File: src/hw/rtl/slp_pkg.sv
// ----------------------------------------------------------------------------
// slp_pkg
// Shared types, constants and controller/datapath interface structs for the
// static linked-list pool.
// ----------------------------------------------------------------------------
package slp_pkg;

    // pool geometry
    localparam int NODES = 128;
    localparam int IDX_W = $clog2(NODES);
    localparam int CNT_W = $clog2(NODES + 1);
    localparam int CMP_W = CNT_W + 1;

    // field widths at the ports
    localparam int KIND_W   = 3;
    localparam int NODE_W   = 7;
    localparam int POS_W    = 7;
    localparam int VALUE_W  = 32;
    localparam int STATUS_W = 2;
    localparam int LEN_W    = 7;

    typedef enum logic [KIND_W-1:0] {
        KIND_NEW    = 3'd0,
        KIND_INSERT = 3'd1,
        KIND_DELETE = 3'd2,
        KIND_GET    = 3'd3,
        KIND_LENGTH = 3'd4,
        KIND_CLEAR  = 3'd5
    } kind_t;

    typedef enum logic [STATUS_W-1:0] {
        STS_OK        = 2'd0,
        STS_RANGE     = 2'd1,
        STS_EMPTY     = 2'd2,
        STS_EXHAUSTED = 2'd3
    } status_code_t;

    typedef enum logic [4:0] {
        S_INIT,
        S_IDLE,
        S_DISPATCH,
        S_LEN_WALK,
        S_STEP_WALK,
        S_GET_A,
        S_NEW_A,
        S_NEW_B,
        S_NEW_C,
        S_INS_A,
        S_INS_B,
        S_INS_C,
        S_INS_WALK,
        S_INS_D,
        S_DEL_A,
        S_DEL_B,
        S_DEL_C,
        S_DEL_D,
        S_CLR_A,
        S_CLR_B,
        S_CLR_C,
        S_CLR_D,
        S_TAIL_WALK,
        S_DONE
    } state_t;

    // link memory read address source
    typedef enum logic [1:0] {
        RA_LINK,
        RA_ZERO,
        RA_HEAD,
        RA_J
    } ra_sel_t;

    // link memory write address source
    typedef enum logic [2:0] {
        WA_ZERO,
        WA_HEAD,
        WA_J,
        WA_K,
        WA_CUR,
        WA_CNT
    } wa_sel_t;

    // link memory write data source
    typedef enum logic [2:0] {
        WD_ZERO,
        WD_LINK,
        WD_J,
        WD_K,
        WD_INIT
    } wd_sel_t;

    typedef enum logic [1:0] {
        CUR_HOLD,
        CUR_HEAD,
        CUR_J,
        CUR_LINK
    } cur_sel_t;

    typedef enum logic [1:0] {
        CNT_HOLD,
        CNT_CLEAR,
        CNT_INC
    } cnt_op_t;

    typedef struct packed {
        logic         load_req;
        ra_sel_t      ra_sel;
        logic         nx_we;
        wa_sel_t      wa_sel;
        wd_sel_t      wd_sel;
        logic         val_we;
        cur_sel_t     cur_sel;
        cnt_op_t      cnt_op;
        logic         j_load;
        logic         k_load;
        logic         set_status;
        status_code_t status_code;
        logic         set_new_head;
        logic         set_length;
        logic         set_read;
        logic         publish;
    } slp_cmd_t;

    typedef struct packed {
        logic link_zero;
        logic cnt_full;
        logic cnt_zero;
        logic init_last;
        logic head_bad;
        logic pos_zero;
        logic pos_gt_len;
        logic pos_gt_len1;
        logic cnt_eq_pos;
        logic cnt_eq_posm1;
    } slp_sts_t;

endpackage

File: src/hw/rtl/slp_ram.sv
// ----------------------------------------------------------------------------
// slp_ram
// Generic simple dual-port RAM: one write port, one read port, registered read.
// ----------------------------------------------------------------------------
module slp_ram #(
    parameter int WIDTH = 32,
    parameter int DEPTH = 128
) (
    input  logic                     clk,
    input  logic                     we,
    input  logic [$clog2(DEPTH)-1:0] waddr,
    input  logic [WIDTH-1:0]         wdata,
    input  logic [$clog2(DEPTH)-1:0] raddr,
    output logic [WIDTH-1:0]         rdata
);

    logic [WIDTH-1:0] mem [DEPTH];
    logic [WIDTH-1:0] rdata_reg;

    always_ff @(posedge clk)
    begin
        if (we)
        begin
            mem[waddr] <= wdata;
        end
    end

    always_ff @(posedge clk)
    begin
        rdata_reg <= mem[raddr];
    end

    assign rdata = rdata_reg;

endmodule

File: src/hw/rtl/slp_dpath.sv
// ----------------------------------------------------------------------------
// slp_dpath
// Datapath: link and value memories, walk cursor and counter, request and
// result registers.
// ----------------------------------------------------------------------------
module slp_dpath (
    input  logic                                clk,
    input  logic                                rst_n,
    input  slp_pkg::slp_cmd_t                   cmd,
    output slp_pkg::slp_sts_t                   sts,
    input  logic [slp_pkg::NODE_W-1:0]          list_head,
    input  logic [slp_pkg::POS_W-1:0]           position,
    input  logic signed [slp_pkg::VALUE_W-1:0]  value,
    output logic [slp_pkg::STATUS_W-1:0]        status,
    output logic [slp_pkg::NODE_W-1:0]          new_head,
    output logic signed [slp_pkg::VALUE_W-1:0]  read_value,
    output logic [slp_pkg::LEN_W-1:0]           length
);

    localparam logic [slp_pkg::LEN_W-1:0] LEN_MAX = {slp_pkg::LEN_W{1'b1}};

    logic [slp_pkg::IDX_W-1:0]   head_reg;
    logic [slp_pkg::POS_W-1:0]   pos_reg;
    logic [slp_pkg::VALUE_W-1:0] val_reg;
    logic [slp_pkg::IDX_W-1:0]   cur_reg;
    logic [slp_pkg::IDX_W-1:0]   cur_next;
    logic [slp_pkg::IDX_W-1:0]   j_reg;
    logic [slp_pkg::IDX_W-1:0]   k_reg;
    logic [slp_pkg::CNT_W-1:0]   cnt_reg;
    logic [slp_pkg::CNT_W-1:0]   cnt_next;

    logic [slp_pkg::IDX_W-1:0]   link;
    logic [slp_pkg::IDX_W-1:0]   nx_raddr;
    logic [slp_pkg::IDX_W-1:0]   nx_waddr;
    logic [slp_pkg::IDX_W-1:0]   nx_wdata;
    logic [slp_pkg::IDX_W-1:0]   init_data;
    logic [slp_pkg::VALUE_W-1:0] val_rdata;
    logic [slp_pkg::LEN_W-1:0]   len_sat;

    slp_pkg::status_code_t       res_status_reg;
    logic [slp_pkg::NODE_W-1:0]  res_new_head_reg;
    logic [slp_pkg::VALUE_W-1:0] res_read_reg;
    logic [slp_pkg::LEN_W-1:0]   res_len_reg;
    slp_pkg::status_code_t       out_status_reg;
    logic [slp_pkg::NODE_W-1:0]  out_new_head_reg;
    logic [slp_pkg::VALUE_W-1:0] out_read_reg;
    logic [slp_pkg::LEN_W-1:0]   out_len_reg;

    // link memory: next index of every node
    slp_ram #(
        .WIDTH (slp_pkg::IDX_W),
        .DEPTH (slp_pkg::NODES)
    ) u_next_ram (
        .clk   (clk),
        .we    (cmd.nx_we),
        .waddr (nx_waddr),
        .wdata (nx_wdata),
        .raddr (nx_raddr),
        .rdata (link)
    );

    // value memory, always read at the cursor
    slp_ram #(
        .WIDTH (slp_pkg::VALUE_W),
        .DEPTH (slp_pkg::NODES)
    ) u_value_ram (
        .clk   (clk),
        .we    (cmd.val_we),
        .waddr (j_reg),
        .wdata (val_reg),
        .raddr (cur_reg),
        .rdata (val_rdata)
    );

    // reset sweep writes i+1, wrapping to 0 on the last node
    assign init_data = (cnt_reg == slp_pkg::CNT_W'(slp_pkg::NODES - 1)) ? '0
                     : slp_pkg::IDX_W'(cnt_reg + slp_pkg::CNT_W'(1));

    always_comb
    begin
        case (cmd.ra_sel)
            slp_pkg::RA_ZERO: nx_raddr = '0;
            slp_pkg::RA_HEAD: nx_raddr = head_reg;
            slp_pkg::RA_J:    nx_raddr = j_reg;
            default:          nx_raddr = link;
        endcase
    end

    always_comb
    begin
        case (cmd.wa_sel)
            slp_pkg::WA_ZERO: nx_waddr = '0;
            slp_pkg::WA_HEAD: nx_waddr = head_reg;
            slp_pkg::WA_J:    nx_waddr = j_reg;
            slp_pkg::WA_K:    nx_waddr = k_reg;
            slp_pkg::WA_CUR:  nx_waddr = cur_reg;
            default:          nx_waddr = cnt_reg[slp_pkg::IDX_W-1:0];
        endcase
    end

    always_comb
    begin
        case (cmd.wd_sel)
            slp_pkg::WD_ZERO: nx_wdata = '0;
            slp_pkg::WD_LINK: nx_wdata = link;
            slp_pkg::WD_J:    nx_wdata = j_reg;
            slp_pkg::WD_K:    nx_wdata = k_reg;
            default:          nx_wdata = init_data;
        endcase
    end

    always_comb
    begin
        case (cmd.cur_sel)
            slp_pkg::CUR_HEAD: cur_next = head_reg;
            slp_pkg::CUR_J:    cur_next = j_reg;
            slp_pkg::CUR_LINK: cur_next = link;
            default:           cur_next = cur_reg;
        endcase
    end

    always_comb
    begin
        case (cmd.cnt_op)
            slp_pkg::CNT_CLEAR: cnt_next = '0;
            slp_pkg::CNT_INC:   cnt_next = cnt_reg + slp_pkg::CNT_W'(1);
            default:            cnt_next = cnt_reg;
        endcase
    end

    assign len_sat = (cnt_reg > slp_pkg::CNT_W'(LEN_MAX)) ? LEN_MAX
                   : slp_pkg::LEN_W'(cnt_reg);

    // status toward the controller
    always_comb
    begin
        sts.link_zero    = (link == '0);
        sts.cnt_full     = (cnt_reg == slp_pkg::CNT_W'(slp_pkg::NODES));
        sts.cnt_zero     = (cnt_reg == '0);
        sts.init_last    = (cnt_reg == slp_pkg::CNT_W'(slp_pkg::NODES - 1));
        sts.head_bad     = (head_reg == '0)
                        || (int'(head_reg) >= slp_pkg::NODES);
        sts.pos_zero     = (pos_reg == '0);
        sts.pos_gt_len   = (slp_pkg::CMP_W'(pos_reg) > slp_pkg::CMP_W'(cnt_reg));
        sts.pos_gt_len1  = (slp_pkg::CMP_W'(pos_reg)
                            > slp_pkg::CMP_W'(cnt_reg) + slp_pkg::CMP_W'(1));
        sts.cnt_eq_pos   = (slp_pkg::CMP_W'(cnt_reg) == slp_pkg::CMP_W'(pos_reg));
        sts.cnt_eq_posm1 = (slp_pkg::CMP_W'(cnt_reg) + slp_pkg::CMP_W'(1)
                            == slp_pkg::CMP_W'(pos_reg));
    end

    // counter doubles as the reset sweep address
    always_ff @(posedge clk or negedge rst_n)
    begin
        if (!rst_n)
        begin
            cnt_reg <= '0;
        end
        else
        begin
            cnt_reg <= cnt_next;
        end
    end

    always_ff @(posedge clk)
    begin
        cur_reg <= cur_next;
        if (cmd.j_load)
        begin
            j_reg <= link;
        end
        if (cmd.k_load)
        begin
            k_reg <= link;
        end
        if (cmd.load_req)
        begin
            head_reg         <= slp_pkg::IDX_W'(list_head);
            pos_reg          <= position;
            val_reg          <= value;
            res_status_reg   <= slp_pkg::STS_OK;
            res_new_head_reg <= '0;
            res_read_reg     <= '0;
            res_len_reg      <= '0;
        end
        else
        begin
            if (cmd.set_status)
            begin
                res_status_reg <= cmd.status_code;
            end
            if (cmd.set_new_head)
            begin
                res_new_head_reg <= slp_pkg::NODE_W'(j_reg);
            end
            if (cmd.set_read)
            begin
                res_read_reg <= val_rdata;
            end
            if (cmd.set_length)
            begin
                res_len_reg <= len_sat;
            end
        end
        if (cmd.publish)
        begin
            out_status_reg   <= res_status_reg;
            out_new_head_reg <= res_new_head_reg;
            out_read_reg     <= res_read_reg;
            out_len_reg      <= res_len_reg;
        end
    end

    assign status     = out_status_reg;
    assign new_head   = out_new_head_reg;
    assign read_value = out_read_reg;
    assign length     = out_len_reg;

endmodule

File: config.mk
export PLATFORM = sky130hd
export DESIGN_NAME = slp_dpath
export DESIGN_NICKNAME = d
export VERILOG_FILES = /design/src/hw/rtl/slp_pkg.sv /design/src/hw/rtl/slp_ram.sv /design/src/hw/rtl/slp_dpath.sv
export SDC_FILE = /design/constraint.sdc
export NUM_CORES = 2
export LEC_CHECK = 0
export BUFFER_PORTS_ARGS = -buffer_cell sky130_fd_sc_hd__buf_2
export CORE_AREA = 2 2 579 581
export CTS_BUF_LIST = sky130_fd_sc_hd__clkbuf_4 sky130_fd_sc_hd__clkbuf_8
export DETAILED_ROUTE_END_ITERATION = 8
export DIE_AREA = 0 0 581 583
export PLACE_DENSITY_LB_ADDON = 0.08
export SETUP_SLACK_MARGIN = 0.02
export SYNTH_ARGS = -nofsm -noshare
export SYNTH_HDL_FRONTEND = slang
export SYNTH_MEMORY_MAX_BITS = 65536
export SYNTH_SLANG_ARGS = --single-unit
File: constraint.sdc
create_clock -name clk -period 10.14 [get_ports clk]
set_input_delay 0.507 -clock clk [delete_from_list [all_inputs] [get_ports clk]]
set_output_delay 0.507 -clock clk [all_outputs]
set_load 0.005 [all_outputs]
==> impl_metrics.yaml <==
critical_path:
  criticalPathCategory: "flip-flop to flip-flop"
  critPathLaunchType: "flip-flop"
  path_max_fanout: 89
  crit_arrival_ns: 6.37
  required_ns: 11.26
  cp-end-kind: "flip-flop"
global_route:
  grt_max_degree: 161
  grt_pass1_wl_mm: 739
  gr-total-overflow: 0
  grt_antenna_before_repair: 59
  grt_pass1_vias: 98200
  grt.total_usage: 0.313
cells_and_area:
  multi_input_area_um2: 42500
  register_area_um2: 155000
  top_regs: "u_value_ram.mem (4096), u_next_ram.mem (896)"
  fill_cells: 20800
  final_net_count: 9549
  syn_to_final_growth_pct: 12.2
  layout-drive-gt1-share: 0.329
  largest-register: "u_value_ram.mem"
  finalNonFillerCells: 14500
  largest_reg_flops: 4096
synth:
  ys_seq_elements: 5202
  synth_cell_types: 70
  synth_edf_count: 5107
  synthCells: 8622
  yosysSeqAreaShare: 0.780
  synthFlopType: "edfxtp_1"
  syn_nets: 8711
  yosysWarningCount: 0
  syn_area_um2: 199000
  synth.avg_cell_area_um2: 23.1
  synthArstFlopShare: 0.00154
clocking:
  clkSinkCount: 5202
  cts-root-buf: "clkbuf_8"
  clk_latency_ns: 1.27
  postCtsResizedCells: 0
  cts_tree: "yes"
  h-tree-depth: 6
  cts_max_path_buffers: 4
  clkTransAtPathRegs_ns: 0.06
  cts_buffers: 789
floorplan:
  die_y_um: 583
  die_x_um: 581
  coreArea_um2: 332000
  placementRows: 212
  ios: 130
  start_util: 0.599
  dieArea_um2: 339000
detailed_routing:
  routed_wl_mm: 529
  viasPerCell: 6.82
  first_iter_violations: 14100
  vias: 99000
  wl_per_cell_um: 36.4
  first_pass_iters: 6
  route.detailed.drc: 0
  ant_nets: 0
timing:
  finalSetupViolCount: 0
  tightest_slew_ns: 1.28
  max_slew_margin: 0.140
  grt_setup_unrepaired: "no"
  tns_ns: 0
  finalCritPeriodShare: 0.518
  fmax_mhz: 191
  slew_viol_final: 0
  fin_ws_ns: 4.89
  final.min_clock_period_ns: 5.25
  skew_ns: 0.0591
  finalHoldViolCount: 0
placed_design:
  portBuffers: 129
  hpwlAfterDp_mm: 286
  place_congestion: 0.850
  place_ws_ns: 4.65
  placed_cells: 12900
pwr:
  switching_share: 0.262
  intPower_uw: 36100
  ir_drop_mv: 0.178
  seqPwrFrac: 0.504
  p_clk_frac: 0.344
  switchingPower_uw: 12800
  pwr_density_cell_nw_per_um2: 219
  power.static_leakage_uw: 0.0704
  pwr-share-comb: 0.152
status:
  status: "completed"
run:
  maxCapViolations: 0
hold_path:
  min_path_type: "input pin to flip-flop"
## synthesized netlist by cell type, types with 52 or more instances
cell      number  area share
clkbuf_1     306      0.0058
edfxtp_1    5107        0.77
dfxtp_1       87      0.0088
mux2i_1      102      0.0051
a211oi_1      54      0.0020
mux4_2      1450        0.16
buf_1         67      0.0013
nor2_1       334      0.0063
mux2_2        58      0.0033
inv_1         52     0.00098
nand2_1      236      0.0045
buf_2         89      0.0022
a21oi_1       94      0.0024
## power groups by stage
stage / logic [uW] / clock network [uW] / registers [uW]
after floorplan: 4360 / 0 / 25100
after global placement: 7310 / 0 / 25100
after detailed placement: 7390 / 0 / 25100
after CTS: 7440 / 17100 / 24700
after global routing: 7760 / 18000 / 24700
final: 7460 / 16800 / 24700
## routing by layer
layer  GRT usage  vias up  share of wire
met4      0.0923       40          0.030
li1            -    38600              -
met5           0        -        0.00053
met1       0.458    53300           0.38
met3      0.0742      905           0.11
met2       0.481     6123           0.47
## kinds of logic (layout without fill, tap and decap cells)
kind of cell | Yosys count | in the layout | share of synthesized area
flops | 5202 | 5202 | 0.780
mux | 1611 | 1611 | 0.173
simple gates | 775 | 775 | 0.0173
buf+inv | 541 | 2022 | 0.0115
compound gates | 471 | 471 | 0.0169
fa+ha+maj | 17 | 17 | 0.00107
xor+xnor | 5 | 5 | 0.000220
other cells | 0 | 28 | 0
## layout by cell type, fill, tap and decap left out, drive strengths merged, types with 20 or more instances in the layout
cell	instances
a211oi	54
a21oi	94
a221o	24
a221oi	25
a22oi	25
a32oi	46
and2	45
buf	418
clkbuf	1122
clkinv	267
dfxtp	87
diode	28
dlygate4sd3	116
edfxtp	5107
inv	70
mux2	58
mux2i	103
mux4	1450
nand2	236
nand3	38
nor2	334
nor2b	20
nor4	21
o211ai	38
o21ai	44
o22ai	40
## cell type report
| cell class | count | area share |
|---|---|---|
| repair buffers | 534 | 0.0186 |
| multi-input cells | 2879 | 0.191 |
| inverters | 54 | 0.000908 |
| clock buffers | 1122 | 0.0612 |
| clock inverters | 312 | 0.00788 |
| flip-flops and latches | 5202 | 0.696 |
| diodes | 28 | 0.000314 |
| well taps | 4387 | 0.0246 |
## final timing paths
kind	cells after the start	endpoint	start	slack, ns
hold reg to reg	0	new_head[1]$_DFFE_PP_	res_new_head_reg[1]$_SDFFE_PP0P_	0.42
hold / removal	4	u_next_ram.mem[123][1]$_DFFE_PP_	cmd[20]	0.16
min in group asynchronous	3	cnt_reg[2]$_DFFE_PN0P_	rst_n	0.34
setup reg to reg	7	u_value_ram.rdata[28]$_DFF_P_	cur_reg[0]$_DFFE_PP_	4.89
max in group asynchronous	3	cnt_reg[0]$_DFFE_PN0P_	rst_n	9.50
setup / recovery	7	u_value_ram.rdata[28]$_DFF_P_	cur_reg[0]$_DFFE_PP_	4.89
## critical path, cell delays in order, from the launching register on
cell	delay, ns
edfxtp_1	0.55
buf_12	0.46
buf_4	0.78
buf_4	0.81
mux4_2	0.60
mux4_2	0.57
mux4_2	0.67
mux2_2	0.35
## stage by stage
stage           util  cell area [um2]  total power [uW]  hold WS [ns]
2_1_floorplan      -           199000             29500         0.211
5_1_grt        0.671           223000             50400         0.153
3_3_place_gp   0.621           207000             32400         0.369
4_1_cts        0.671           223000             49200        0.0524
3_5_place_dp   0.621           207000             32500         0.372
6_report       0.671           223000             49000         0.160
## timing repair
action                     4_1_cts  5_1_grt
hold endpoints to repair       205        0
setup endpoints to repair        0        0
setup buffers                    0        0
hold buffers                   116        0
Note: power is estimated with default switching activity, not from simulation.
