==> src/hw/rtl/slp_pkg.sv <==
// ----------------------------------------------------------------------------
// slp_pkg
// Shared types, constants and controller/datapath interface structs for the
// static linked-list pool.
// ----------------------------------------------------------------------------
package slp_pkg;

    // pool geometry
    localparam int NODES = 128;
    localparam int IDX_W = $clog2(NODES);
    localparam int CNT_W = $clog2(NODES + 1);
    localparam int CMP_W = CNT_W + 1;

    // field widths at the ports
    localparam int KIND_W   = 3;
    localparam int NODE_W   = 7;
    localparam int POS_W    = 7;
    localparam int VALUE_W  = 32;
    localparam int STATUS_W = 2;
    localparam int LEN_W    = 7;

    typedef enum logic [KIND_W-1:0] {
        KIND_NEW    = 3'd0,
        KIND_INSERT = 3'd1,
        KIND_DELETE = 3'd2,
        KIND_GET    = 3'd3,
        KIND_LENGTH = 3'd4,
        KIND_CLEAR  = 3'd5
    } kind_t;

    typedef enum logic [STATUS_W-1:0] {
        STS_OK        = 2'd0,
        STS_RANGE     = 2'd1,
        STS_EMPTY     = 2'd2,
        STS_EXHAUSTED = 2'd3
    } status_code_t;

    typedef enum logic [4:0] {
        S_INIT,
        S_IDLE,
        S_DISPATCH,
        S_LEN_WALK,
        S_STEP_WALK,
        S_GET_A,
        S_NEW_A,
        S_NEW_B,
        S_NEW_C,
        S_INS_A,
        S_INS_B,
        S_INS_C,
        S_INS_WALK,
        S_INS_D,
        S_DEL_A,
        S_DEL_B,
        S_DEL_C,
        S_DEL_D,
        S_CLR_A,
        S_CLR_B,
        S_CLR_C,
        S_CLR_D,
        S_TAIL_WALK,
        S_DONE
    } state_t;

    // link memory read address source
    typedef enum logic [1:0] {
        RA_LINK,
        RA_ZERO,
        RA_HEAD,
        RA_J
    } ra_sel_t;

    // link memory write address source
    typedef enum logic [2:0] {
        WA_ZERO,
        WA_HEAD,
        WA_J,
        WA_K,
        WA_CUR,
        WA_CNT
    } wa_sel_t;

    // link memory write data source
    typedef enum logic [2:0] {
        WD_ZERO,
        WD_LINK,
        WD_J,
        WD_K,
        WD_INIT
    } wd_sel_t;

    typedef enum logic [1:0] {
        CUR_HOLD,
        CUR_HEAD,
        CUR_J,
        CUR_LINK
    } cur_sel_t;

    typedef enum logic [1:0] {
        CNT_HOLD,
        CNT_CLEAR,
        CNT_INC
    } cnt_op_t;

    typedef struct packed {
        logic         load_req;
        ra_sel_t      ra_sel;
        logic         nx_we;
        wa_sel_t      wa_sel;
        wd_sel_t      wd_sel;
        logic         val_we;
        cur_sel_t     cur_sel;
        cnt_op_t      cnt_op;
        logic         j_load;
        logic         k_load;
        logic         set_status;
        status_code_t status_code;
        logic         set_new_head;
        logic         set_length;
        logic         set_read;
        logic         publish;
    } slp_cmd_t;

    typedef struct packed {
        logic link_zero;
        logic cnt_full;
        logic cnt_zero;
        logic init_last;
        logic head_bad;
        logic pos_zero;
        logic pos_gt_len;
        logic pos_gt_len1;
        logic cnt_eq_pos;
        logic cnt_eq_posm1;
    } slp_sts_t;

endpackage

==> src/hw/rtl/slp_ctrl.sv <==
// ----------------------------------------------------------------------------
// slp_ctrl
// Controller: sequences reset sweep, chain walks and link updates for each
// request, and owns the input and output handshakes.
// ----------------------------------------------------------------------------
module slp_ctrl (
    input  logic                         clk,
    input  logic                         rst_n,
    input  logic                         in_valid,
    output logic                         in_ready,
    input  logic [slp_pkg::KIND_W-1:0]   kind,
    output logic                         out_valid,
    input  logic                         out_ready,
    input  slp_pkg::slp_sts_t            sts,
    output slp_pkg::slp_cmd_t            cmd
);

    slp_pkg::state_t state_reg;
    slp_pkg::state_t state_next;
    slp_pkg::kind_t  kind_reg;
    logic            out_valid_reg;
    logic            out_valid_next;
    logic            accept;
    logic            walk_more;
    logic            at_target;
    logic            out_free;

    assign accept    = in_valid && (state_reg == slp_pkg::S_IDLE);
    assign walk_more = !sts.link_zero && !sts.cnt_full;
    assign at_target = (kind_reg == slp_pkg::KIND_GET) ? sts.cnt_eq_pos
                                                        : sts.cnt_eq_posm1;
    assign out_free  = !out_valid_reg || out_ready;

    // next state
    always_comb
    begin
        state_next = state_reg;
        case (state_reg)
            slp_pkg::S_INIT:
            begin
                if (sts.init_last)
                begin
                    state_next = slp_pkg::S_IDLE;
                end
            end
            slp_pkg::S_IDLE:
            begin
                if (accept)
                begin
                    state_next = slp_pkg::S_DISPATCH;
                end
            end
            slp_pkg::S_DISPATCH:
            begin
                case (kind_reg)
                    slp_pkg::KIND_NEW:
                        state_next = slp_pkg::S_NEW_A;
                    slp_pkg::KIND_INSERT, slp_pkg::KIND_DELETE,
                    slp_pkg::KIND_GET, slp_pkg::KIND_LENGTH:
                        state_next = sts.head_bad ? slp_pkg::S_DONE : slp_pkg::S_LEN_WALK;
                    slp_pkg::KIND_CLEAR:
                        state_next = sts.head_bad ? slp_pkg::S_DONE : slp_pkg::S_CLR_A;
                    default:
                        state_next = slp_pkg::S_DONE;
                endcase
            end
            slp_pkg::S_LEN_WALK:
            begin
                if (!walk_more)
                begin
                    case (kind_reg)
                        slp_pkg::KIND_INSERT:
                            state_next = (sts.pos_zero || sts.pos_gt_len1)
                                       ? slp_pkg::S_DONE : slp_pkg::S_INS_A;
                        slp_pkg::KIND_DELETE, slp_pkg::KIND_GET:
                            state_next = sts.cnt_zero ||
                                         sts.pos_zero || sts.pos_gt_len
                                       ? slp_pkg::S_DONE : slp_pkg::S_STEP_WALK;
                        default:
                            state_next = slp_pkg::S_DONE;
                    endcase
                end
            end
            slp_pkg::S_STEP_WALK:
            begin
                if (at_target)
                begin
                    state_next = (kind_reg == slp_pkg::KIND_GET) ? slp_pkg::S_GET_A
                                                                  : slp_pkg::S_DEL_A;
                end
            end
            slp_pkg::S_GET_A:     state_next = slp_pkg::S_DONE;
            slp_pkg::S_NEW_A:
                state_next = sts.link_zero ? slp_pkg::S_DONE : slp_pkg::S_NEW_B;
            slp_pkg::S_NEW_B:     state_next = slp_pkg::S_NEW_C;
            slp_pkg::S_NEW_C:     state_next = slp_pkg::S_DONE;
            slp_pkg::S_INS_A:
                state_next = sts.link_zero ? slp_pkg::S_DONE : slp_pkg::S_INS_B;
            slp_pkg::S_INS_B:     state_next = slp_pkg::S_INS_C;
            slp_pkg::S_INS_C:     state_next = slp_pkg::S_INS_WALK;
            slp_pkg::S_INS_WALK:
            begin
                if (sts.cnt_eq_posm1)
                begin
                    state_next = slp_pkg::S_INS_D;
                end
            end
            slp_pkg::S_INS_D:     state_next = slp_pkg::S_DONE;
            slp_pkg::S_DEL_A:     state_next = slp_pkg::S_DEL_B;
            slp_pkg::S_DEL_B:     state_next = slp_pkg::S_DEL_C;
            slp_pkg::S_DEL_C:     state_next = slp_pkg::S_DEL_D;
            slp_pkg::S_DEL_D:     state_next = slp_pkg::S_DONE;
            slp_pkg::S_CLR_A:
                state_next = sts.link_zero ? slp_pkg::S_DONE : slp_pkg::S_CLR_B;
            slp_pkg::S_CLR_B:     state_next = slp_pkg::S_CLR_C;
            slp_pkg::S_CLR_C:     state_next = slp_pkg::S_CLR_D;
            slp_pkg::S_CLR_D:     state_next = slp_pkg::S_TAIL_WALK;
            slp_pkg::S_TAIL_WALK:
            begin
                if (!walk_more)
                begin
                    state_next = slp_pkg::S_DONE;
                end
            end
            slp_pkg::S_DONE:
            begin
                if (out_free)
                begin
                    state_next = slp_pkg::S_IDLE;
                end
            end
            default:              state_next = slp_pkg::S_IDLE;
        endcase
    end

    // outputs and datapath commands
    always_comb
    begin
        cmd      = '0;
        in_ready = 1'b0;
        case (state_reg)
            slp_pkg::S_INIT:
            begin
                cmd.nx_we  = 1'b1;
                cmd.wa_sel = slp_pkg::WA_CNT;
                cmd.wd_sel = slp_pkg::WD_INIT;
                cmd.cnt_op = slp_pkg::CNT_INC;
            end
            slp_pkg::S_IDLE:
            begin
                in_ready     = 1'b1;
                cmd.load_req = in_valid;
            end
            slp_pkg::S_DISPATCH:
            begin
                case (kind_reg)
                    slp_pkg::KIND_NEW:
                        cmd.ra_sel = slp_pkg::RA_ZERO;
                    slp_pkg::KIND_INSERT, slp_pkg::KIND_DELETE,
                    slp_pkg::KIND_GET, slp_pkg::KIND_LENGTH, slp_pkg::KIND_CLEAR:
                    begin
                        cmd.ra_sel      = slp_pkg::RA_HEAD;
                        cmd.cur_sel     = slp_pkg::CUR_HEAD;
                        cmd.cnt_op      = slp_pkg::CNT_CLEAR;
                        cmd.set_status  = sts.head_bad;
                        cmd.status_code = slp_pkg::STS_RANGE;
                    end
                    default:
                        cmd.ra_sel = slp_pkg::RA_LINK;
                endcase
            end
            slp_pkg::S_LEN_WALK:
            begin
                if (walk_more)
                begin
                    cmd.ra_sel  = slp_pkg::RA_LINK;
                    cmd.cur_sel = slp_pkg::CUR_LINK;
                    cmd.cnt_op  = slp_pkg::CNT_INC;
                end
                else
                begin
                    case (kind_reg)
                        slp_pkg::KIND_INSERT:
                        begin
                            cmd.ra_sel      = slp_pkg::RA_ZERO;
                            cmd.set_status  = sts.pos_zero || sts.pos_gt_len1;
                            cmd.status_code = slp_pkg::STS_RANGE;
                        end
                        slp_pkg::KIND_DELETE, slp_pkg::KIND_GET:
                        begin
                            cmd.ra_sel     = slp_pkg::RA_HEAD;
                            cmd.cur_sel    = slp_pkg::CUR_HEAD;
                            cmd.cnt_op     = slp_pkg::CNT_CLEAR;
                            // an empty list is reported ahead of a bad position
                            if (sts.cnt_zero)
                            begin
                                cmd.set_status  = 1'b1;
                                cmd.status_code = slp_pkg::STS_EMPTY;
                            end
                            else if (sts.pos_zero || sts.pos_gt_len)
                            begin
                                cmd.set_status  = 1'b1;
                                cmd.status_code = slp_pkg::STS_RANGE;
                            end
                        end
                        default:
                            cmd.set_length = 1'b1;
                    endcase
                end
            end
            slp_pkg::S_STEP_WALK:
            begin
                if (!at_target)
                begin
                    cmd.ra_sel  = slp_pkg::RA_LINK;
                    cmd.cur_sel = slp_pkg::CUR_LINK;
                    cmd.cnt_op  = slp_pkg::CNT_INC;
                end
                else
                begin
                    // delete: keep the victim and fetch its successor
                    cmd.ra_sel = slp_pkg::RA_LINK;
                    cmd.k_load = 1'b1;
                end
            end
            slp_pkg::S_GET_A:
                cmd.set_read = 1'b1;
            slp_pkg::S_NEW_A:
            begin
                cmd.ra_sel      = slp_pkg::RA_LINK;
                cmd.j_load      = 1'b1;
                cmd.set_status  = sts.link_zero;
                cmd.status_code = slp_pkg::STS_EXHAUSTED;
            end
            slp_pkg::S_NEW_B:
            begin
                cmd.nx_we  = 1'b1;
                cmd.wa_sel = slp_pkg::WA_ZERO;
                cmd.wd_sel = slp_pkg::WD_LINK;
            end
            slp_pkg::S_NEW_C:
            begin
                cmd.nx_we        = 1'b1;
                cmd.wa_sel       = slp_pkg::WA_J;
                cmd.wd_sel       = slp_pkg::WD_ZERO;
                cmd.set_new_head = 1'b1;
            end
            slp_pkg::S_INS_A:
            begin
                cmd.ra_sel      = slp_pkg::RA_LINK;
                cmd.j_load      = 1'b1;
                cmd.set_status  = sts.link_zero;
                cmd.status_code = slp_pkg::STS_EXHAUSTED;
            end
            slp_pkg::S_INS_B:
            begin
                cmd.nx_we  = 1'b1;
                cmd.wa_sel = slp_pkg::WA_ZERO;
                cmd.wd_sel = slp_pkg::WD_LINK;
                cmd.val_we = 1'b1;
            end
            slp_pkg::S_INS_C:
            begin
                cmd.ra_sel  = slp_pkg::RA_HEAD;
                cmd.cur_sel = slp_pkg::CUR_HEAD;
                cmd.cnt_op  = slp_pkg::CNT_CLEAR;
            end
            slp_pkg::S_INS_WALK:
            begin
                if (!sts.cnt_eq_posm1)
                begin
                    cmd.ra_sel  = slp_pkg::RA_LINK;
                    cmd.cur_sel = slp_pkg::CUR_LINK;
                    cmd.cnt_op  = slp_pkg::CNT_INC;
                end
                else
                begin
                    cmd.nx_we  = 1'b1;
                    cmd.wa_sel = slp_pkg::WA_J;
                    cmd.wd_sel = slp_pkg::WD_LINK;
                end
            end
            slp_pkg::S_INS_D:
            begin
                cmd.nx_we  = 1'b1;
                cmd.wa_sel = slp_pkg::WA_CUR;
                cmd.wd_sel = slp_pkg::WD_J;
            end
            slp_pkg::S_DEL_A:
            begin
                cmd.nx_we  = 1'b1;
                cmd.wa_sel = slp_pkg::WA_CUR;
                cmd.wd_sel = slp_pkg::WD_LINK;
            end
            slp_pkg::S_DEL_B:
                cmd.ra_sel = slp_pkg::RA_ZERO;
            slp_pkg::S_DEL_C:
            begin
                cmd.nx_we  = 1'b1;
                cmd.wa_sel = slp_pkg::WA_K;
                cmd.wd_sel = slp_pkg::WD_LINK;
            end
            slp_pkg::S_DEL_D:
            begin
                cmd.nx_we  = 1'b1;
                cmd.wa_sel = slp_pkg::WA_ZERO;
                cmd.wd_sel = slp_pkg::WD_K;
            end
            slp_pkg::S_CLR_A:
            begin
                cmd.j_load = 1'b1;
                cmd.nx_we  = !sts.link_zero;
                cmd.wa_sel = slp_pkg::WA_HEAD;
                cmd.wd_sel = slp_pkg::WD_ZERO;
            end
            slp_pkg::S_CLR_B:
                cmd.ra_sel = slp_pkg::RA_ZERO;
            slp_pkg::S_CLR_C:
            begin
                cmd.k_load = 1'b1;
                cmd.nx_we  = 1'b1;
                cmd.wa_sel = slp_pkg::WA_ZERO;
                cmd.wd_sel = slp_pkg::WD_J;
            end
            slp_pkg::S_CLR_D:
            begin
                cmd.ra_sel  = slp_pkg::RA_J;
                cmd.cur_sel = slp_pkg::CUR_J;
                cmd.cnt_op  = slp_pkg::CNT_CLEAR;
            end
            slp_pkg::S_TAIL_WALK:
            begin
                if (walk_more)
                begin
                    cmd.ra_sel  = slp_pkg::RA_LINK;
                    cmd.cur_sel = slp_pkg::CUR_LINK;
                    cmd.cnt_op  = slp_pkg::CNT_INC;
                end
                else
                begin
                    // old free chain goes behind the released tail
                    cmd.nx_we  = 1'b1;
                    cmd.wa_sel = slp_pkg::WA_CUR;
                    cmd.wd_sel = slp_pkg::WD_K;
                end
            end
            slp_pkg::S_DONE:
                cmd.publish = out_free;
            default:
                cmd.ra_sel = slp_pkg::RA_LINK;
        endcase
    end

    always_comb
    begin
        out_valid_next = out_valid_reg;
        if (cmd.publish)
        begin
            out_valid_next = 1'b1;
        end
        else if (out_ready)
        begin
            out_valid_next = 1'b0;
        end
    end

    always_ff @(posedge clk or negedge rst_n)
    begin
        if (!rst_n)
        begin
            state_reg     <= slp_pkg::S_INIT;
            out_valid_reg <= 1'b0;
            kind_reg      <= slp_pkg::KIND_NEW;
        end
        else
        begin
            state_reg     <= state_next;
            out_valid_reg <= out_valid_next;
            if (accept)
            begin
                kind_reg <= slp_pkg::kind_t'(kind);
            end
        end
    end

    assign out_valid = out_valid_reg;

    // a result appears only out of the completion state
    a_publish_from_done: assert property (@(posedge clk) disable iff (!rst_n)
        $rose(out_valid_reg) |-> $past(state_reg == slp_pkg::S_DONE))
        else $error("result raised outside completion state");

    // no link update while waiting for a request
    a_no_write_idle: assert property (@(posedge clk) disable iff (!rst_n)
        (state_reg == slp_pkg::S_IDLE) |-> !cmd.nx_we && !cmd.val_we)
        else $error("pool written while idle");

    // length walk stops once the link bound is reached
    a_walk_bounded: assert property (@(posedge clk) disable iff (!rst_n)
        (state_reg == slp_pkg::S_LEN_WALK) && sts.cnt_full
        |=> state_reg != slp_pkg::S_LEN_WALK)
        else $error("length walk ran past the pool size");

    // reset sweep runs once
    a_init_once: assert property (@(posedge clk) disable iff (!rst_n)
        (state_reg != slp_pkg::S_INIT) |=> state_reg != slp_pkg::S_INIT)
        else $error("reset sweep re-entered");

endmodule

==> config.mk <==
export PLATFORM = sky130hd
export DESIGN_NAME = slp_ctrl
export DESIGN_NICKNAME = d
export VERILOG_FILES = /design/src/hw/rtl/slp_pkg.sv /design/src/hw/rtl/slp_ctrl.sv
export SDC_FILE = /design/constraint.sdc
export NUM_CORES = 1
export LEC_CHECK = 0
export BUFFER_PORTS_ARGS = -buffer_cell sky130_fd_sc_hd__buf_2
export CAP_MARGIN = 0
export CORE_ASPECT_RATIO = 0.9
export CORE_MARGIN = 1.5
export CORE_UTILIZATION = 48
export DETAILED_ROUTE_END_ITERATION = 6
export PLACE_DENSITY = 0.78
export SLEW_MARGIN = 25
export SYNTH_ARGS = -nofsm -noshare
export SYNTH_HDL_FRONTEND = slang
export SYNTH_SLANG_ARGS = --single-unit
export TNS_END_PERCENT = 5
==> constraint.sdc <==
create_clock -name clk -period 2.2 [get_ports clk]
set_input_delay 0.66 -clock clk [delete_from_list [all_inputs] [get_ports clk]]
set_output_delay 0.66 -clock clk [all_outputs]
set_load 0.05 [all_outputs]
==> run summary, run 1 <==
Status - finished, violations left
Failing checks - setup timing
Final Util - 0.939
Initial drt markers - 445
Required time of the critical path - 1.54 ns
Synth cell types - 56
DIE HEIGHT - 56.2 µm
Worst slack, placed - -0.325 ns
Max Clk Rate - 363 MHz
Vias in the first global route - 2477
Seq/Total Area, Yosys - 0.149
FF+latch count, synth - 9
Post-synth ARST share - 1.00
Hold_buf cts - 0
EDFF count, synth - 0
Per-cell routed wire length - 25.2 µm
RSZ-0062 raised after global routing - true
Max-Cap Viols - 0
Critical path launch point type - flop
Total grt overflow - 0
Worst-path clk slew - 0.08 ns
Crit path depth - 8
Core area - 3020 µm²
Most frequent cells in the layout - buf_4 (81), buf_6 (27), buf_2 (17)
Mapped Area - 1510 µm²
Vias per inst - 7.26
Max FO, Critical Path - 13
CTS tree - built
Commonest non-fill, non-tap cell in the layout - buf_4
Initial antenna violation count - 0
DP Wirelength - 4630 µm
CP startpoint - state_reg[2]
Hold Crit Class - in -> async
CP Cell Sequence - buf_12 -> buf_4 -> inv_1 -> o21ai_1 -> a32oi_1 -> o21a_1 -> o21ai_1 -> buf_4
Post-Syn Instances - 211
Worst path slowest cell - dfrtp_2
Port bufs - 42
Root buf cell - clkbuf_4
Number of CTS-inserted buffers - 3
Clock sinks - 9
TritonRoute pass-1 iters - 7
Slew HR - 0.709
Synth-to-Final Area Change - 87.9%
Max-slew violations - 0
CP endpoint kind - output port
Final-stage net count - 340
Worst-case reg-to-reg path depth - 9
Delay-heaviest family, CP - compound AO/OA/AOI/OAI gates
Routed WL - 9170 µm
Via count - 2641
Share of post-route cells with drive strength above 1 - 0.599
First-pass GRT wire length - 13100 µm
Ports - 43
Critical Path Max Stage Delay - 0.41 ns
DRC - 0
Synth warn - 0
Die footprint - 3490 µm²
Post-route antenna net violation count - 0
Largest register FFs - 5
Largest net degree at the start of global routing - 22
Power Dens Cells - 1910 nW/µm²
Die Wd - 62.1 µm
WP buf/inv - 4
GPL Wtd Cong - 0.942
Net Count, Synth - 228
Gr usage total - 0.487
Syn avg cell area - 7.15 µm²
Critical path class - reg -> out
Num rows - 19
Final Cycle Share - 1.25
Initial core utilization - 0.500
Min cycle time layout - 2.75 ns
Worst EP arrival - 2.09 ns
Final worst slack - -0.551 ns
VDD IR-drop max - 1560 µV
Leak - 1.29 nW
Worst Tran Pin Value - 0.433 ns
H-tree Lvls - 1
Final Hold Viols - 0
Diodes inserted - 0
Top FF cell, synth - dfrtp_1
Worst-skew pair later-pin latency - 0.28 ns
Crit Reg-Reg Startpoint - state_reg[2]
Count of final setup violators - 25
Clock Tree Buf Depth - 2
Final clock skew - 0.00606 ns
## cells by family after synthesis
logic type	after synthesis	synth area share
xor gates and xnor gates	4	0.0232
DFF	9	0.149
muxes	6	0.0423
buffers and inverters	35	0.120
adders and majority gates	1	0.00663
AOI/OAI and AO/OA	66	0.342
and+or+nand+nor	90	0.317
## worst reg2reg max path, delay by kind of cell, from the launching register on
| family | cells | cell delay [ns] |
|---|---|---|
| buf+inv | 5 | 0.78 |
| compound gates | 2 | 0.51 |
| mux | 1 | 0.20 |
| flops | 1 | 0.44 |
| simple gates | 1 | 0.18 |
## routing by layer
layer / vias up / routed length (µm) / track usage
li1: 1012 / - / -
met1: 1175 / 3070 / 0.566
met2: 323 / 3840 / 0.801
met3: 131 / 1230 / 0.130
met4: 0 / 1040 / 0.308
met5: - / 0 / 0
## power by group
part           switching (W)  total, W  leakage [nW]  internal, W
Combinational        0.00281   0.00485          1.17      0.00204
Clock              0.0000753  0.000146        0.0150    0.0000704
Sequential          0.000146  0.000403         0.105     0.000257
## through the flow
stage	TNS (ns)	hold WS (ns)	instance area, µm²	power [W]	instances
6_report	-6.99	0.238	2840	0.00540	364
3_5_place_dp	-2.68	0.520	2340	0.00406	350
2_1_floorplan	-4.04	0.364	1630	0.00281	211
4_1_cts	-4.41	0.238	2750	0.00485	364
3_3_place_gp	-2.32	0.510	2340	0.00401	350
5_1_grt	-7.71	0.245	2840	0.00551	364
## cell type report
| class | count | area [µm²] |
|---|---|---|
| multi-input combinational | 167 | 1400 |
| inverter | 12 | 45.0 |
| tap | 42 | 52.6 |
| timing repair buffer | 130 | 1080 |
| clock buffer | 4 | 26.3 |
| fill | 95 | 184 |
| sequential | 9 | 230 |
## synthesized netlist by cell type, types with 5 or more instances
master | n | share of area
nor2_1 | 22 | 0.055
buf_2 | 6 | 0.020
o32ai_1 | 5 | 0.029
a21oi_1 | 6 | 0.020
buf_4 | 7 | 0.035
clkbuf_1 | 5 | 0.012
dfrtp_1 | 9 | 0.15
nand3_1 | 10 | 0.033
nor3_1 | 8 | 0.027
inv_1 | 12 | 0.030
nand2_1 | 13 | 0.032
a22oi_1 | 5 | 0.025
nor2b_1 | 10 | 0.041
nand2b_1 | 7 | 0.029
a31oi_1 | 5 | 0.021
o21ai_0 | 12 | 0.040
## path summary, 6_finish.rpt
path | slack (ns) | endpoint
max | -0.55 | cmd[14]
min | 0.24 | kind_reg[2]
max reg2reg | 0 | state_reg[4]
min reg2reg | 0.63 | kind_reg[0]
max in group asynchronous | 1.73 | state_reg[2]
min in group clk | 0.63 | kind_reg[0]
## timing repair
action | in CTS | in global routing
cloned | 0 | 0
buffers inserted | 10 | 0
gates resized for setup | 88 | 23
endpoints found under the setup margin | 25 | 27
pin swaps | 8 | 6
No activity file was read; power rests on OpenSTA's default activity.
==> run 2: changes to the inputs <==
CORE_ASPECT_RATIO = not set   (was 0.9)
==> run 2 against run 1 <==
The flow still finishes with violations (setup timing). Clock power shrank 11%. Highest routed layer unchanged. Largest cell class unchanged. First-iteration DRC count shrank 64%. Register-to-register slack lost 0.17 ns. Critical path type unchanged. Largest power group unchanged.
==> run summary, run 2 (synthesized netlist as in run 1, its figures left out) <==
First-pass GRT wire length - 10100 µm
Required time of the critical path - 1.54 ns
Status - finished, violations left
Power Dens Cells - 1830 nW/µm²
CTS tree - built
Worst-path clk slew - 0.07 ns
Port bufs - 42
DIE HEIGHT - 59.1 µm
Footprint of the multi-input gates - 1370 µm²
Post-route total power - 0.00500 W
Worst slack, placed - -0.281 ns
GPL Wtd Cong - 1.03
Worst-case reg-to-reg path depth - 10
DRC - 0
Num rows - 20
Root buf cell - clkbuf_4
Min cycle time layout - 2.56 ns
Hold WS - 0.239 ns
Diodes inserted - 0
Share of post-route cells with drive strength above 1 - 0.572
Max Clk Rate - 391 MHz
TritonRoute pass-1 iters - 5
H-tree Lvls - 1
Register area - 230 µm²
Slew HR - 0.785
Met2 WL - 3510 µm
Vias per inst - 6.44
Max-Cap Viols - 0
Fill count - 138
CP Cell Sequence - buf_4 -> nand2_1 -> buf_4 -> o32ai_1 -> a22o_1 -> buf_6
Via count - 2300
Ports - 43
Leak - 1.23 nW
Commonest non-fill, non-tap cell in the layout - buf_4
Largest register FFs - 5
Critical path launch point type - flop
Post-route antenna net violation count - 0
Final-stage net count - 331
Max-slew violations - 0
CP endpoint kind - output port
Met1 wire length - 2590 µm
Core area - 3030 µm²
Routed WL - 7120 µm
Final Hold Viols - 0
Worst Tran Pin Value - 0.322 ns
Post-route insts no fill - 357
Worst EP arrival - 1.90 ns
RSZ-0062 raised after global routing - true
Final worst slack - -0.357 ns
Final Cycle Share - 1.16
Die Wd - 59.1 µm
Clock sinks - 9
Initial antenna violation count - 0
Per-cell routed wire length - 19.9 µm
Initial drt markers - 160
Failing checks - setup timing
Final clock skew - 0.00650 ns
Worst path slowest cell - dfrtp_2
Clock Tree Buf Depth - 2
Number of CTS-inserted buffers - 3
Vias in the first global route - 2077
Largest net degree at the start of global routing - 13
DP Wirelength - 4600 µm
Highest metal used - met4
Final Util - 0.902
VDD IR-drop max - 1230 µV
Total grt overflow - 0
Synth-to-Final Area Change - 80.9%
Hold_buf cts - 0
Count of final setup violators - 26
Most frequent cells in the layout - buf_4 (70), buf_6 (32), buf_2 (17)
Hold Crit Class - in -> async
Die footprint - 3490 µm²
Critical path class - reg -> out
Routed met3 length - 636 µm
Max FO, Critical Path - 9
Most used cell, CP - buf_4
Post-Place Cells - 347
Critical Path Max Stage Delay - 0.45 ns
Worst-skew pair later-pin latency - 0.26 ns
Initial core utilization - 0.498
Gr usage total - 0.380
==> run 2: cell types whose count changed in the layout (fill, tap and decap cells not counted), sizes merged <==
cell      previous run  this run
buf                130       121
clkinvlp             0         1
inv                 12        11
==> run 2: critical path, delay by kind of cell, from the launching register on <==
kind | cells | cell delay [ns]
AO/OA/AOI/OAI | 2 | 0.53
buffers and inverters | 3 | 0.52
flip-flops | 1 | 0.45
AND/OR/NAND/NOR | 1 | 0.13
==> run 2: what timing repair did <==
| action | CTS | global route |
|---|---|---|
| hold endpoints to repair | 0 | 0 |
| gates resized for setup | 75 | 31 |
| gates cloned | 0 | 0 |
| pin swaps | 7 | 8 |
| setup buffers | 5 | 1 |
| setup endpoints to repair | 25 | 25 |
==> run 2: final timing paths <==
path | end | slack, ns | from
setup / recovery | cmd[21] | -0.36 | state_reg[2]
hold / removal | state_reg[0] | 0.24 | rst_n
setup reg to reg | state_reg[2] | -0.17 | state_reg[0]
hold reg to reg | kind_reg[1] | 0.59 | kind_reg[1]
max in group asynchronous | state_reg[4] | 1.75 | rst_n
min in group clk | kind_reg[1] | 0.59 | kind_reg[1]
==> run 2: where the power goes <==
group / total (W) / switching, W / internal [W]
clock: 0.000130 / 0.0000597 / 0.0000699
combinational: 0.00448 / 0.00257 / 0.00191
sequential: 0.000391 / 0.000133 / 0.000258
total: 0.00500 / 0.00276 / 0.00224
==> run 2: cell type report <==
type	instances	area share
clock buffer	4	0.00962
sequential	9	0.0843
timing repair buffer	121	0.367
inverter	12	0.0179
multi-input combinational	167	0.501
tap	44	0.0202
==> run 2: layer usage <==
layer,GRT usage,vias to the layer above
li1,-,999
met1,0.469,1062
met2,0.673,185
met3,0.0590,54
met4,0.123,0
met5,0,-
==> run 2: stage by stage <==
step	area (µm²)	TNS, ns
6_report	2730	-5.19
5_1_grt	2730	-6.31
4_1_cts	2600	-4.13
3_5_place_dp	2290	-2.46
3_3_place_gp	2290	-2.18
2_1_floorplan	1630	-4.04
